File: config.mk
export PLATFORM = sky130hd
export DESIGN_NAME = torch_pwm_burst_controller_unit
export DESIGN_NICKNAME = d
export VERILOG_FILES = /design/src/rtl/core/tpbc_pkg.sv /design/src/rtl/core/torch_pwm_burst_controller_unit.sv /design/src/rtl/core/tpbc_duty.sv
export SDC_FILE = /design/constraint.sdc
export NUM_CORES = 1
export LEC_CHECK = 0
export ABC_AREA = 0
export BUFFER_PORTS_ARGS = -buffer_cell sky130_fd_sc_hd__buf_4
export CORE_ASPECT_RATIO = 1.4
export CORE_MARGIN = 3
export CORE_UTILIZATION = 30
export CTS_CLUSTER_SIZE = 16
export DETAILED_ROUTE_END_ITERATION = 7
export PLACE_DENSITY = 0.5
export SYNTH_ARGS = -nofsm -noshare
export SYNTH_HDL_FRONTEND = slang
export SYNTH_SLANG_ARGS = --single-unit
File: constraint.sdc
create_clock -name clk -period 18.2 [get_ports clk]
set_input_delay 1.82 -clock clk [delete_from_list [all_inputs] [get_ports clk]]
set_output_delay 1.82 -clock clk [all_outputs]
set_load 0.1 [all_outputs]
File: src/rtl/core/tpbc_pkg.sv
// Shared types and constants for the torch PWM and burst controller.
// Used by tpbc_duty and torch_pwm_burst_controller_unit; no dependencies.
package tpbc_pkg;

	localparam int TIMER_BITS_DEFAULT = 24;

	localparam int PERIOD_W = 16;
	localparam int BRIGHT_W = 8;
	localparam int BURST_W  = 24;
	localparam int LEN_W    = 17;
	localparam int PROD_W   = PERIOD_W + BRIGHT_W;
	localparam int CFG_IDX_W  = 3;
	localparam int CFG_DATA_W = 24;

	// Exact floor(x / 249) for any x below 2**24 as (x * DUTY_RECIP) >> DUTY_SHIFT.
	localparam int DUTY_DIV   = 249;
	localparam int DUTY_SHIFT = 32;
	localparam int RECIP_W    = 25;
	localparam logic [RECIP_W-1:0] DUTY_RECIP =
		RECIP_W'(((64'd1 << DUTY_SHIFT) + 64'(DUTY_DIV) - 64'd1) / 64'(DUTY_DIV));

	localparam logic [BRIGHT_W-1:0] BURST_LEVEL = 8'd250;
	localparam logic [BRIGHT_W-1:0] BRIGHT_OFF  = 8'd0;

	localparam logic [1:0] MODE_OFF   = 2'd0;
	localparam logic [1:0] MODE_PWM   = 2'd1;
	localparam logic [1:0] MODE_BURST = 2'd2;

	localparam logic FUNC_TICK   = 1'b0;
	localparam logic FUNC_BRIGHT = 1'b1;

	localparam logic [CFG_IDX_W-1:0] REG_PWM_PERIOD    = 3'd0;
	localparam logic [CFG_IDX_W-1:0] REG_MIN_PULSE     = 3'd1;
	localparam logic [CFG_IDX_W-1:0] REG_BURST_HIGH    = 3'd2;
	localparam logic [CFG_IDX_W-1:0] REG_BURST_LOW     = 3'd3;
	localparam logic [CFG_IDX_W-1:0] REG_FLASH_PRESENT = 3'd4;

	localparam logic [PERIOD_W-1:0] PWM_PERIOD_RST    = 16'd100;
	localparam logic [PERIOD_W-1:0] MIN_PULSE_RST     = 16'd5;
	localparam logic [BURST_W-1:0]  BURST_HIGH_RST    = 24'd350000;
	localparam logic [BURST_W-1:0]  BURST_LOW_RST     = 24'd10000;
	localparam logic                FLASH_PRESENT_RST = 1'b1;

	typedef struct packed {
		logic                func;
		logic [BRIGHT_W-1:0] brightness;
	} in_word_t;

	typedef struct packed {
		logic       torch_level;
		logic       flash_level;
		logic [1:0] mode_now;
	} out_word_t;

endpackage

File: src/rtl/core/torch_pwm_burst_controller_unit.sv
// Torch PWM and burst controller, top level. Depends on tpbc_pkg and tpbc_duty.
// Accepts one word per cycle unless out_stall holds the result and stalls the input.
// The first stage registers period*brightness, the second scales it, updates the
// pin state and holds it as the result. Reset clears the controller state to off
// with both pins low and loads the configuration registers with their defaults.
module torch_pwm_burst_controller_unit #(
	parameter int TIMER_BITS = tpbc_pkg::TIMER_BITS_DEFAULT
) (
	input  logic                           clk,
	input  logic                           arst_n,
	input  logic                           cfg_wr_en,
	input  logic [tpbc_pkg::CFG_IDX_W-1:0]  cfg_index,
	input  logic [tpbc_pkg::CFG_DATA_W-1:0] cfg_data,
	input  logic                           in_valid,
	output logic                           in_stall,
	input  tpbc_pkg::in_word_t             in_word,
	output logic                           out_valid,
	input  logic                           out_stall,
	output tpbc_pkg::out_word_t            out_word
);

	logic [tpbc_pkg::PERIOD_W-1:0] period_q;
	logic [tpbc_pkg::PERIOD_W-1:0] min_pulse_q;
	logic [tpbc_pkg::BURST_W-1:0]  burst_high_q;
	logic [tpbc_pkg::BURST_W-1:0]  burst_low_q;
	logic                          flash_present_q;

	logic                          valid_s1;
	logic                          func_s1;
	logic [tpbc_pkg::BRIGHT_W-1:0] bright_s1;
	logic [tpbc_pkg::PROD_W-1:0]   product_s1;

	logic [1:0]                 mode_q;
	logic                       high_phase_q;
	logic [TIMER_BITS-1:0]      count_q;
	logic [tpbc_pkg::LEN_W-1:0] on_len_q;
	logic [tpbc_pkg::LEN_W-1:0] off_len_q;
	logic                       flash_pin_q;
	logic                       torch_pin_q;
	logic                       out_valid_q;

	logic [1:0]                 mode_d;
	logic                       high_phase_d;
	logic [TIMER_BITS-1:0]      count_d;
	logic [tpbc_pkg::LEN_W-1:0] on_len_d;
	logic [tpbc_pkg::LEN_W-1:0] off_len_d;
	logic                       flash_pin_d;
	logic                       torch_pin_d;

	logic [tpbc_pkg::LEN_W-1:0] calc_on;
	logic [tpbc_pkg::LEN_W-1:0] calc_off;
	logic [31:0]                burst_high_wide;
	logic [31:0]                burst_low_wide;
	logic [TIMER_BITS-1:0]      burst_high_load;
	logic [TIMER_BITS-1:0]      burst_low_load;
	logic                       phase_end;
	logic                       advance;
	logic                       load_s1;

	// Configuration registers.
	always_ff @(posedge clk or negedge arst_n) begin
		if (!arst_n) begin
			period_q        <= tpbc_pkg::PWM_PERIOD_RST;
			min_pulse_q     <= tpbc_pkg::MIN_PULSE_RST;
			burst_high_q    <= tpbc_pkg::BURST_HIGH_RST;
			burst_low_q     <= tpbc_pkg::BURST_LOW_RST;
			flash_present_q <= tpbc_pkg::FLASH_PRESENT_RST;
		end else if (cfg_wr_en) begin
			unique case (cfg_index)
				tpbc_pkg::REG_PWM_PERIOD: period_q <= cfg_data[tpbc_pkg::PERIOD_W-1:0];
				tpbc_pkg::REG_MIN_PULSE: min_pulse_q <= cfg_data[tpbc_pkg::PERIOD_W-1:0];
				tpbc_pkg::REG_BURST_HIGH: burst_high_q <= cfg_data[tpbc_pkg::BURST_W-1:0];
				tpbc_pkg::REG_BURST_LOW: burst_low_q <= cfg_data[tpbc_pkg::BURST_W-1:0];
				tpbc_pkg::REG_FLASH_PRESENT: flash_present_q <= cfg_data[0];
				default: begin
				end
			endcase
		end
	end

	// Handshake: stage two advances when it holds a word and the result is free.
	assign advance  = valid_s1 && (!out_valid_q || !out_stall);
	assign load_s1  = !valid_s1 || advance;
	assign in_stall = !load_s1;

	always_ff @(posedge clk or negedge arst_n) begin
		if (!arst_n) begin
			valid_s1 <= 1'b0;
		end else if (load_s1) begin
			valid_s1 <= in_valid;
		end
	end

	always_ff @(posedge clk) begin
		if (load_s1 && in_valid) begin
			func_s1    <= in_word.func;
			bright_s1  <= in_word.brightness;
			product_s1 <= tpbc_pkg::PROD_W'(period_q) * tpbc_pkg::PROD_W'(in_word.brightness);
		end
	end

	tpbc_duty u_duty (
		.product   (product_s1),
		.period    (period_q),
		.min_pulse (min_pulse_q),
		.on_len    (calc_on),
		.off_len   (calc_off)
	);

	assign burst_high_wide = 32'(burst_high_q);
	assign burst_low_wide  = 32'(burst_low_q);
	assign burst_high_load = burst_high_wide[TIMER_BITS-1:0];
	assign burst_low_load  = burst_low_wide[TIMER_BITS-1:0];
	assign phase_end       = (count_q < TIMER_BITS'(2));

	always_comb begin
		mode_d       = mode_q;
		high_phase_d = high_phase_q;
		count_d      = count_q;
		on_len_d     = on_len_q;
		off_len_d    = off_len_q;
		flash_pin_d  = flash_pin_q;
		torch_pin_d  = torch_pin_q;
		if (func_s1 == tpbc_pkg::FUNC_BRIGHT) begin
			priority if (bright_s1 == tpbc_pkg::BRIGHT_OFF) begin
				mode_d       = tpbc_pkg::MODE_OFF;
				torch_pin_d  = 1'b0;
				flash_pin_d  = 1'b0;
				high_phase_d = 1'b0;
				count_d      = '0;
			end else if (bright_s1 >= tpbc_pkg::BURST_LEVEL) begin
				mode_d       = tpbc_pkg::MODE_BURST;
				torch_pin_d  = 1'b1;
				high_phase_d = 1'b0;
				flash_pin_d  = flash_present_q;
				count_d      = flash_present_q ? burst_high_load : '0;
			end else begin
				on_len_d    = calc_on;
				off_len_d   = calc_off;
				flash_pin_d = 1'b0;
				if (mode_q != tpbc_pkg::MODE_PWM) begin
					mode_d       = tpbc_pkg::MODE_PWM;
					torch_pin_d  = 1'b1;
					high_phase_d = 1'b1;
					count_d      = TIMER_BITS'(calc_on);
				end
			end
		end else begin
			if (mode_q == tpbc_pkg::MODE_PWM) begin
				if (!phase_end) begin
					count_d = count_q - TIMER_BITS'(1);
				end else if (high_phase_q) begin
					high_phase_d = 1'b0;
					torch_pin_d  = 1'b0;
					count_d      = TIMER_BITS'(off_len_q);
				end else begin
					high_phase_d = 1'b1;
					torch_pin_d  = 1'b1;
					count_d      = TIMER_BITS'(on_len_q);
				end
			end else if (mode_q == tpbc_pkg::MODE_BURST) begin
				if (!flash_present_q) begin
					flash_pin_d = 1'b0;
				end else if (!phase_end) begin
					count_d = count_q - TIMER_BITS'(1);
				end else if (flash_pin_q) begin
					flash_pin_d = 1'b0;
					count_d     = burst_low_load;
				end else begin
					flash_pin_d = 1'b1;
					count_d     = burst_high_load;
				end
			end
		end
	end

	// Controller state; the pin and mode registers double as the result register.
	always_ff @(posedge clk or negedge arst_n) begin
		if (!arst_n) begin
			mode_q       <= tpbc_pkg::MODE_OFF;
			high_phase_q <= 1'b0;
			count_q      <= '0;
			on_len_q     <= '0;
			off_len_q    <= '0;
			flash_pin_q  <= 1'b0;
			torch_pin_q  <= 1'b0;
		end else if (advance) begin
			mode_q       <= mode_d;
			high_phase_q <= high_phase_d;
			count_q      <= count_d;
			on_len_q     <= on_len_d;
			off_len_q    <= off_len_d;
			flash_pin_q  <= flash_pin_d;
			torch_pin_q  <= torch_pin_d;
		end
	end

	always_ff @(posedge clk or negedge arst_n) begin
		if (!arst_n) begin
			out_valid_q <= 1'b0;
		end else if (advance) begin
			out_valid_q <= 1'b1;
		end else if (!out_stall) begin
			out_valid_q <= 1'b0;
		end
	end

	assign out_valid            = out_valid_q;
	assign out_word.torch_level = torch_pin_q;
	assign out_word.flash_level = flash_pin_q;
	assign out_word.mode_now    = mode_q;

endmodule

File: src/rtl/core/tpbc_duty.sv
// PWM phase length calculation: scales period*brightness by 1/249 and applies
// the minimum pulse floor to both phases. Depends on tpbc_pkg.
module tpbc_duty (
	input  logic [tpbc_pkg::PROD_W-1:0]   product,
	input  logic [tpbc_pkg::PERIOD_W-1:0] period,
	input  logic [tpbc_pkg::PERIOD_W-1:0] min_pulse,
	output logic [tpbc_pkg::LEN_W-1:0]    on_len,
	output logic [tpbc_pkg::LEN_W-1:0]    off_len
);

	localparam int SCALED_W = tpbc_pkg::PROD_W + tpbc_pkg::RECIP_W;

	logic [SCALED_W-1:0]         scaled;
	logic [tpbc_pkg::LEN_W-1:0] quotient;
	logic [tpbc_pkg::LEN_W-1:0] period_ext;
	logic [tpbc_pkg::LEN_W-1:0] min_ext;
	logic [tpbc_pkg::LEN_W-1:0] rest;

	assign scaled     = SCALED_W'(product) * SCALED_W'(tpbc_pkg::DUTY_RECIP);
	assign quotient   = scaled[tpbc_pkg::DUTY_SHIFT +: tpbc_pkg::LEN_W];
	assign period_ext = tpbc_pkg::LEN_W'(period);
	assign min_ext    = tpbc_pkg::LEN_W'(min_pulse);

	always_comb begin
		on_len = (quotient < min_ext) ? min_ext : quotient;
		rest = (period_ext > on_len) ? (period_ext - on_len) : '0;
		off_len = (rest < min_ext) ? min_ext : rest;
	end

endmodule
==> results by group, run 1 <==
Status
  • Run status: complete, no violations

Logic synthesis
  • Asr flop ratio synth: 81.6%
  • Sequential cell area fraction in the yosys report: 21.7%
  • Synth unique cells: 74
  • Syn nets: 2803
  • Synthesized area per cell: 9.73 µm²
  • Seq cells post-synth: 179
  • Synthesis Warnings: 0
  • Post-Synthesis Cell Area: 0.0216 mm²
  • Post-synth EDFFs: 33
  • Cells after synthesis: 2215
  • Primary FF master, synth: dfrtp_1

Die
  • Initial Util: 30.5%
  • FP Rows: 115
  • IO Pins: 47
  • Core area: 0.0708 mm²
  • Die height: 323 µm
  • Die ar.: 0.0752 mm²
  • Die X-Extent: 233 µm

STA
  • Final Skew: 18.8 ps
  • Final hold vios: 0
  • Setup TNS: 0 ps
  • Setup violations, final: 0
  • Min cycle time layout: 15150 ps
  • Fin crit share: 83.2%
  • Max Slew Vio Count: 0
  • Peak Freq: 66.0 MHz
  • RSZ-0062 raised after global routing: false
  • Setup ws final: 3050 ps
  • Worst Tran Pin Value: 967 ps
  • Slew headroom: 35.6%

Critical path
  • WP data required: 18510 ps
  • CP max stage cell: a41o_1
  • Crit end category: register
  • Max incr delay on CP: 720 ps
  • Kind of critical path: register to register
  • Critical path arrival: 15450 ps
  • CP max FO: 31
  • Top cell by count, worst path: a21oi_1
  • Startpoint Class: register

Clocking
  • CTS H-tree depth: 4
  • Worst skew pair latency: 480 ps
  • CTS Buffer Depth: 2
  • CTS Hold Buffers Added: 0
  • CTS Root Cell: clkbuf_16
  • CTS buffer count: 17
  • CTS tree: built
  • Buffer count from post-CTS setup fixing: 0
  • Post-CTS resize count: 0
  • Clk slew on worst S/H paths: 90 ps
  • Clock Sinks: 179

Cells and area
  • Layout area overhead: 9.20%
  • Antenna cells: 0
  • Most frequent cells in the layout: inv_1, ha_1, fa_1
  • Fill cells: 7288
  • Share of layout cells above drive strength 1: 10.2%
  • Layout Cells excl Fill: 3164
  • Commonest non-fill, non-tap cell in the layout: inv_1
  • Final #Nets: 2803

Detailed routing
  • Via count: 15641
  • Drt via density: 4.94
  • Initial DRC count: 644
  • Final WL: 62800 µm
  • Routed WL per cell: 19.8 µm
  • Router iterations before antenna repair: 5
  • # DRC: 0
  • Antenna viol nets, final: 0

Place
  • Port Buffers: 46
  • Placed cell count: 3132
  • GPL Wtd Cong: 0.976
  • Placed wire-length estimate: 51100 µm
  • Setup slack at placement: 3010 ps

Global route
  • Initial antenna violation count: 0
  • Largest net degree at the start of global routing: 98
  • Grt total ovfl: 0
  • Gr usage total: 17.3%
  • Number of global-route vias before repair: 17097
  • Global-route wire length before repair: 99300 µm

Min path
  • Worst min path class: register to register

Job
  • Max_cap viols: 0
[area by class of cell]
class	count	area, µm²	area share [%]
clock buffers	17	425	1.81
inverters	397	1490	6.33
flip-flops and latches	179	4670	19.8
well taps	936	1170	4.97
repair buffers	61	462	1.96
multi-input cells	1559	15100	64.1
clock inverters	15	230	0.978
[sequential cells by signal, indices dropped and copies added (netlist names)]
signal           cells
bright_s1            8
burst_high_load     24
burst_low_load      24
count_q             24
flash_pin_q          1
flash_present_q      1
func_s1              1
high_phase_q         1
min_pulse_q         16
mode_q               2
off_len_q           17
on_len_q            17
out_valid            1
period_q            16
product_s1          24
torch_pin_q          1
valid_s1             1
[per-stage QoR]
step	utilization (%)	area, µm²	hold WS [ps]
floorplan	-	21600	442
global placement	32.3	22900	460
detailed placement	32.3	22900	464
CTS	33.3	23500	483
global route	33.3	23500	505
finish	33.3	23500	479
[logic make-up after synthesis]
family                     share of synthesized area [%]
DFF                                                 21.7
buffers and inverters                               8.42
and+or+nand+nor                                     11.1
AOI/OAI and AO/OA                                   11.1
xor gates and xnor gates                            2.48
adders and majority gates                           40.0
muxes                                               5.21
[worst paths after layout]
check,slack [ps],to,startpoint,cells past startpoint
max in group asynchronous,15440,burst_high_load[11]$_DFFE_PN0P_,arst_n,2
worst min-delay path,480,on_len_q[7]$_DFFE_PN0P_,on_len_q[7]$_DFFE_PN0P_,2
worst min register to register,480,on_len_q[7]$_DFFE_PN0P_,on_len_q[7]$_DFFE_PN0P_,2
worst max register to register,3050,off_len_q[3]$_DFFE_PN0P_,product_s1[6]$_DFFE_PP_,55
min in group asynchronous,1470,on_len_q[2]$_DFFE_PN0P_,arst_n,1
worst max-delay path,3050,off_len_q[3]$_DFFE_PN0P_,product_s1[6]$_DFFE_PP_,55
[per-layer routing]
metal	track usage [%]	share of wire [%]
met4	8.20	4.9
met3	1.37	2.1
met2	33.4	54
met5	0	0
met1	19.0	39
[cells in the mapped netlist (3+ instances only)]
cell type | n | area (µm²)
a2111oi_0 | 6 | 52.6
a211oi_1 | 37 | 278
a21boi_0 | 6 | 45.0
a21o_1 | 28 | 210
a21oi_1 | 115 | 576
a221oi_1 | 7 | 61.3
a311oi_1 | 3 | 26.3
a31oi_1 | 6 | 37.5
a41oi_1 | 4 | 35.0
and2_1 | 68 | 425
and3_1 | 12 | 75.1
and4_1 | 4 | 35.0
buf_1 | 8 | 30.0
clkbuf_1 | 66 | 248
dfrtp_1 | 126 | 3150
dfstp_2 | 20 | 526
edfxtp_1 | 33 | 991
fa_1 | 237 | 4740
ha_1 | 310 | 3880
inv_1 | 397 | 1490
mux2_2 | 67 | 754
mux2i_1 | 33 | 330
nand2_1 | 196 | 736
nand2b_1 | 8 | 50.1
nand3_1 | 20 | 100
nand4_1 | 14 | 87.6
nor2_1 | 89 | 334
nor2b_1 | 24 | 150
nor3_1 | 27 | 135
nor4_1 | 9 | 56.3
o211ai_1 | 6 | 45.0
o21a_1 | 5 | 37.5
o21ai_0 | 73 | 365
o21bai_1 | 5 | 37.5
o221a_2 | 11 | 124
o221ai_1 | 7 | 61.3
o221ai_2 | 11 | 165
or2_2 | 6 | 37.5
or3_1 | 4 | 25.0
or4_1 | 5 | 37.5
xnor2_1 | 34 | 298
xor2_1 | 27 | 236
[critical path: cells and delay by family, from the launching register on]
kind	cells	cell delay (ps)
AO/OA/AOI/OAI	26	6560
adder cells (fa/ha/maj)	11	4990
AND/OR/NAND/NOR	12	2340
flip-flops	1	600
buffers and inverters	5	260
XOR/XNOR	1	230
Power of run 1 is not shown: default switching activity piles up to over one toggle a cycle in this logic, so the estimate is an artifact.
==> run 2: changes to the inputs <==
ABC_AREA = 1   (was 0)
PLACE_DENSITY = 0.52   (was 0.5)
clock period = 13 ns   (was 18.2 ns; I/O delays follow)
==> results by group, run 2 <==
Status
  • Run status: complete, no violations (unchanged)

Critical path
  • Max incr delay on CP: 630 ps (was 720 ps)
  • Critical path arrival: 12470 ps (was 15450 ps)
  • Startpoint Class: register (unchanged)
  • Kind of critical path: register to register (unchanged)
  • WP data required: 13410 ps (was 18510 ps)
  • CP max FO: 25 (was 31)
  • R2r worst-path depth: 56 (was 55)
  • Crit end category: register (unchanged)
  • CP max stage cell: o21ai_0 (was a41o_1)
  • Top cell by count, worst path: nand2_1 (was a21oi_1)

Cells and area
  • Most frequent cells in the layout: inv_1, nand2_1, ha_1 (was inv_1, ha_1, fa_1)
  • Layout Utilization: 33.1% (was 33.3%)
  • Share of layout cells above drive strength 1: 6.36% (was 10.2%)
  • Final #Nets: 3280 (was 2803)
  • Final instance area: 0.0241 mm² (was 0.0235 mm²)
  • Layout area overhead: 9.08% (was 9.20%)
  • Antenna cells: 0 (unchanged)
  • Commonest non-fill, non-tap cell in the layout: inv_1 (unchanged)
  • Layout Cells excl Fill: 3657 (was 3164)
  • Fill cells: 7845 (was 7288)

Detailed routing
  • Via count: 17396 (was 15641)
  • Initial DRC count: 954 (was 644)
  • # DRC: 0 (unchanged)
  • Routed WL per cell: 18.3 µm (was 19.8 µm)
  • Drt via density: 4.76 (was 4.94)
  • Final WL: 66900 µm (was 62800 µm)
  • Antenna viol nets, final: 0 (unchanged)
  • Router iterations before antenna repair: 6 (was 5)

Logic synthesis
  • Synth top area share: 21.4% (was 22.0%)
  • Post-synth EDFFs: 33 (unchanged)
  • Synthesis Warnings: 0 (unchanged)
  • Adder-Cell Fraction of Synth Area: 39.0% (was 40.0%)
  • Ranking of synthesized cells by area: fa_1, ha_1, dfrtp_1 (unchanged)
  • Synth unique cells: 57 (was 74)
  • Synthesized area per cell: 8.23 µm² (was 9.73 µm²)
  • Synth Area in Compound Gates: 10.0% (was 11.1%)
  • Syn nets: 3279 (was 2803)
  • Mux cell area share after synthesis: 0.452% (was 5.21%)
  • Sequential cell area fraction in the yosys report: 21.1% (was 21.7%)
  • Largest family of logic cells by synthesized area: adder cells (unchanged)
  • Seq cells post-synth: 179 (unchanged)
  • Primary FF master, synth: dfrtp_1 (unchanged)
  • Top cell type by total area after synthesis: fa_1 (unchanged)
  • Asr flop ratio synth: 81.6% (unchanged)
  • Post-Synthesis Cell Area: 0.0221 mm² (was 0.0216 mm²)
  • Simple-Gate Fraction of Synth Area: 15.8% (was 11.1%)
  • XOR/XNOR Fraction of Synth Area: 1.98% (was 2.48%)
  • Cells after synthesis: 2691 (was 2215)
  • Synth cell count leaders: inv_1, nand2_1, ha_1 (was inv_1, ha_1, fa_1)
  • Most numerous cell in the Yosys netlist: inv_1 (unchanged)

Job
  • Max_cap viols: 0 (unchanged)

STA
  • RSZ-0062 raised after global routing: false (unchanged)
  • Worst Tran Pin Value: 928 ps (was 967 ps)
  • Max Slew Vio Count: 0 (unchanged)
  • Min cycle time layout: 12060 ps (was 15150 ps)
  • Final Skew: 19.0 ps (was 18.8 ps)
  • Peak Freq: 82.9 MHz (was 66.0 MHz)
  • Final hold vios: 0 (unchanged)
  • Setup violations, final: 0 (unchanged)
  • Slew headroom: 38.1% (was 35.6%)
  • Setup TNS: 0 ps (unchanged)
  • Fin crit share: 92.7% (was 83.2%)

Global route
  • Global-route wire length before repair: 107000 µm (was 99300 µm)
  • Initial antenna violation count: 0 (unchanged)
  • Grt total ovfl: 0 (unchanged)
  • Gr usage total: 17.9% (was 17.3%)
  • Largest net degree at the start of global routing: 94 (was 98)
  • Number of global-route vias before repair: 18704 (was 17097)

Place
  • Placed cell count: 3625 (was 3132)
  • Placed wire-length estimate: 55600 µm (was 51100 µm)
  • GPL Wtd Cong: 0.937 (was 0.976)
  • Port Buffers: 46 (unchanged)
  • Area post-placement: 0.0235 mm² (was 0.0229 mm²)

Die
  • FP Rows: 117 (was 115)
  • Initial Util: 30.4% (was 30.5%)
  • Die ar.: 0.0771 mm² (was 0.0752 mm²)
  • Die height: 327 µm (was 323 µm)
  • Die X-Extent: 236 µm (was 233 µm)
  • IO Pins: 47 (unchanged)
  • Core area: 0.0729 mm² (was 0.0708 mm²)

Clocking
  • CTS H-tree depth: 4 (unchanged)
  • Clock Sinks: 179 (unchanged)
  • Worst skew pair latency: 480 ps (about the same)
  • CTS Buffer Depth: 2 (unchanged)
  • CTS tree: built (unchanged)
  • CTS Root Cell: clkbuf_16 (unchanged)
  • CTS buffer count: 17 (unchanged)
  • Clk slew on worst S/H paths: 80 ps (was 90 ps)

Min path
  • Hold Path Depth: 2 (unchanged)
  • Worst min path class: register to register (unchanged)
run 2: cell count changes after synthesis, sizes merged, moves of 12 or more:
cell,previous run,this run
nand2,197,566
mux2i,34,10
nor2,89,123
mux2,68,0
a21o,28,8
a211oi,37,8
o21ai,73,172
nor2b,24,0
a22oi,0,12
xnor2,34,15
o221ai,18,3
inv,397,601
and2,68,0
nand3,22,98
run 2: layout make-up:
cell class | instances | area (µm²) | share of cell area, %
Sequential cell | 179 | 4670 | 19.3
Tap cell | 952 | 1190 | 4.93
Timing Repair Buffer | 66 | 499 | 2.07
Inverter | 601 | 2260 | 9.34
Clock inverter | 15 | 226 | 0.938
Clock buffer | 17 | 425 | 1.76
Multi-Input combinational cell | 1827 | 14900 | 61.6
run 2: per-layer routing:
metal | up-vias | track usage (%) | part of all wire, %
met2 | 343 | 35.2 | 55
li1 | 8440 | - | -
met5 | - | 0 | 0
met3 | 122 | 1.49 | 2.2
met4 | 0 | 8.47 | 5.1
met1 | 8491 | 19.0 | 38
run 2: final timing paths:
kind                                          from                             end  slack [ps]
setup / recovery           product_s1[6]$_DFFE_PP_       off_len_q[15]$_DFFE_PN0P_         940
hold / removal                valid_s1$_DFFE_PN0N_           out_valid$_DFFE_PN0P_         480
setup reg to reg           product_s1[6]$_DFFE_PP_       off_len_q[15]$_DFFE_PN0P_         940
hold reg to reg               valid_s1$_DFFE_PN0N_           out_valid$_DFFE_PN0P_         480
max in group asynchronous                   arst_n      min_pulse_q[5]$_DFFE_PN0P_       10760
min in group asynchronous                   arst_n  burst_high_load[0]$_DFFE_PN0P_         920
run 2: stage by stage:
stage / hold slack [ps] / worst slack, ps
final: 484 / 943
after global routing: 509 / 33.2
after CTS: 484 / 994
after detailed placement: 464 / 1100
after global placement: 456 / 1090
after floorplan: 444 / 2600
run 2: what timing repair did:
item	4_1_cts	5_1_grt
hold buffers	0	0
resized for setup	0	1
endpoints found under the setup margin	0	3
setup buffers	0	0
run 2: cells by family (layout without fill, tap and decap cells):
kind of cell | count (synthesis) | after routing
compound gates | 382 | 382
fa+ha+maj | 547 | 547
mux | 10 | 10
flops | 179 | 179
xor+xnor | 50 | 50
buf+inv | 685 | 699
simple gates | 838 | 838
run 2: critical path: cells and delay by family, from the launching register on:
kind / cells / cell delay [ps]
adders and majority gates: 11 / 4910
AOI/OAI and AO/OA: 14 / 2780
and+or+nand+nor: 22 / 2830
buffers and inverters: 8 / 600
DFF: 1 / 620
xor gates and xnor gates: 1 / 200
Power of run 2 is left out for the same reason.
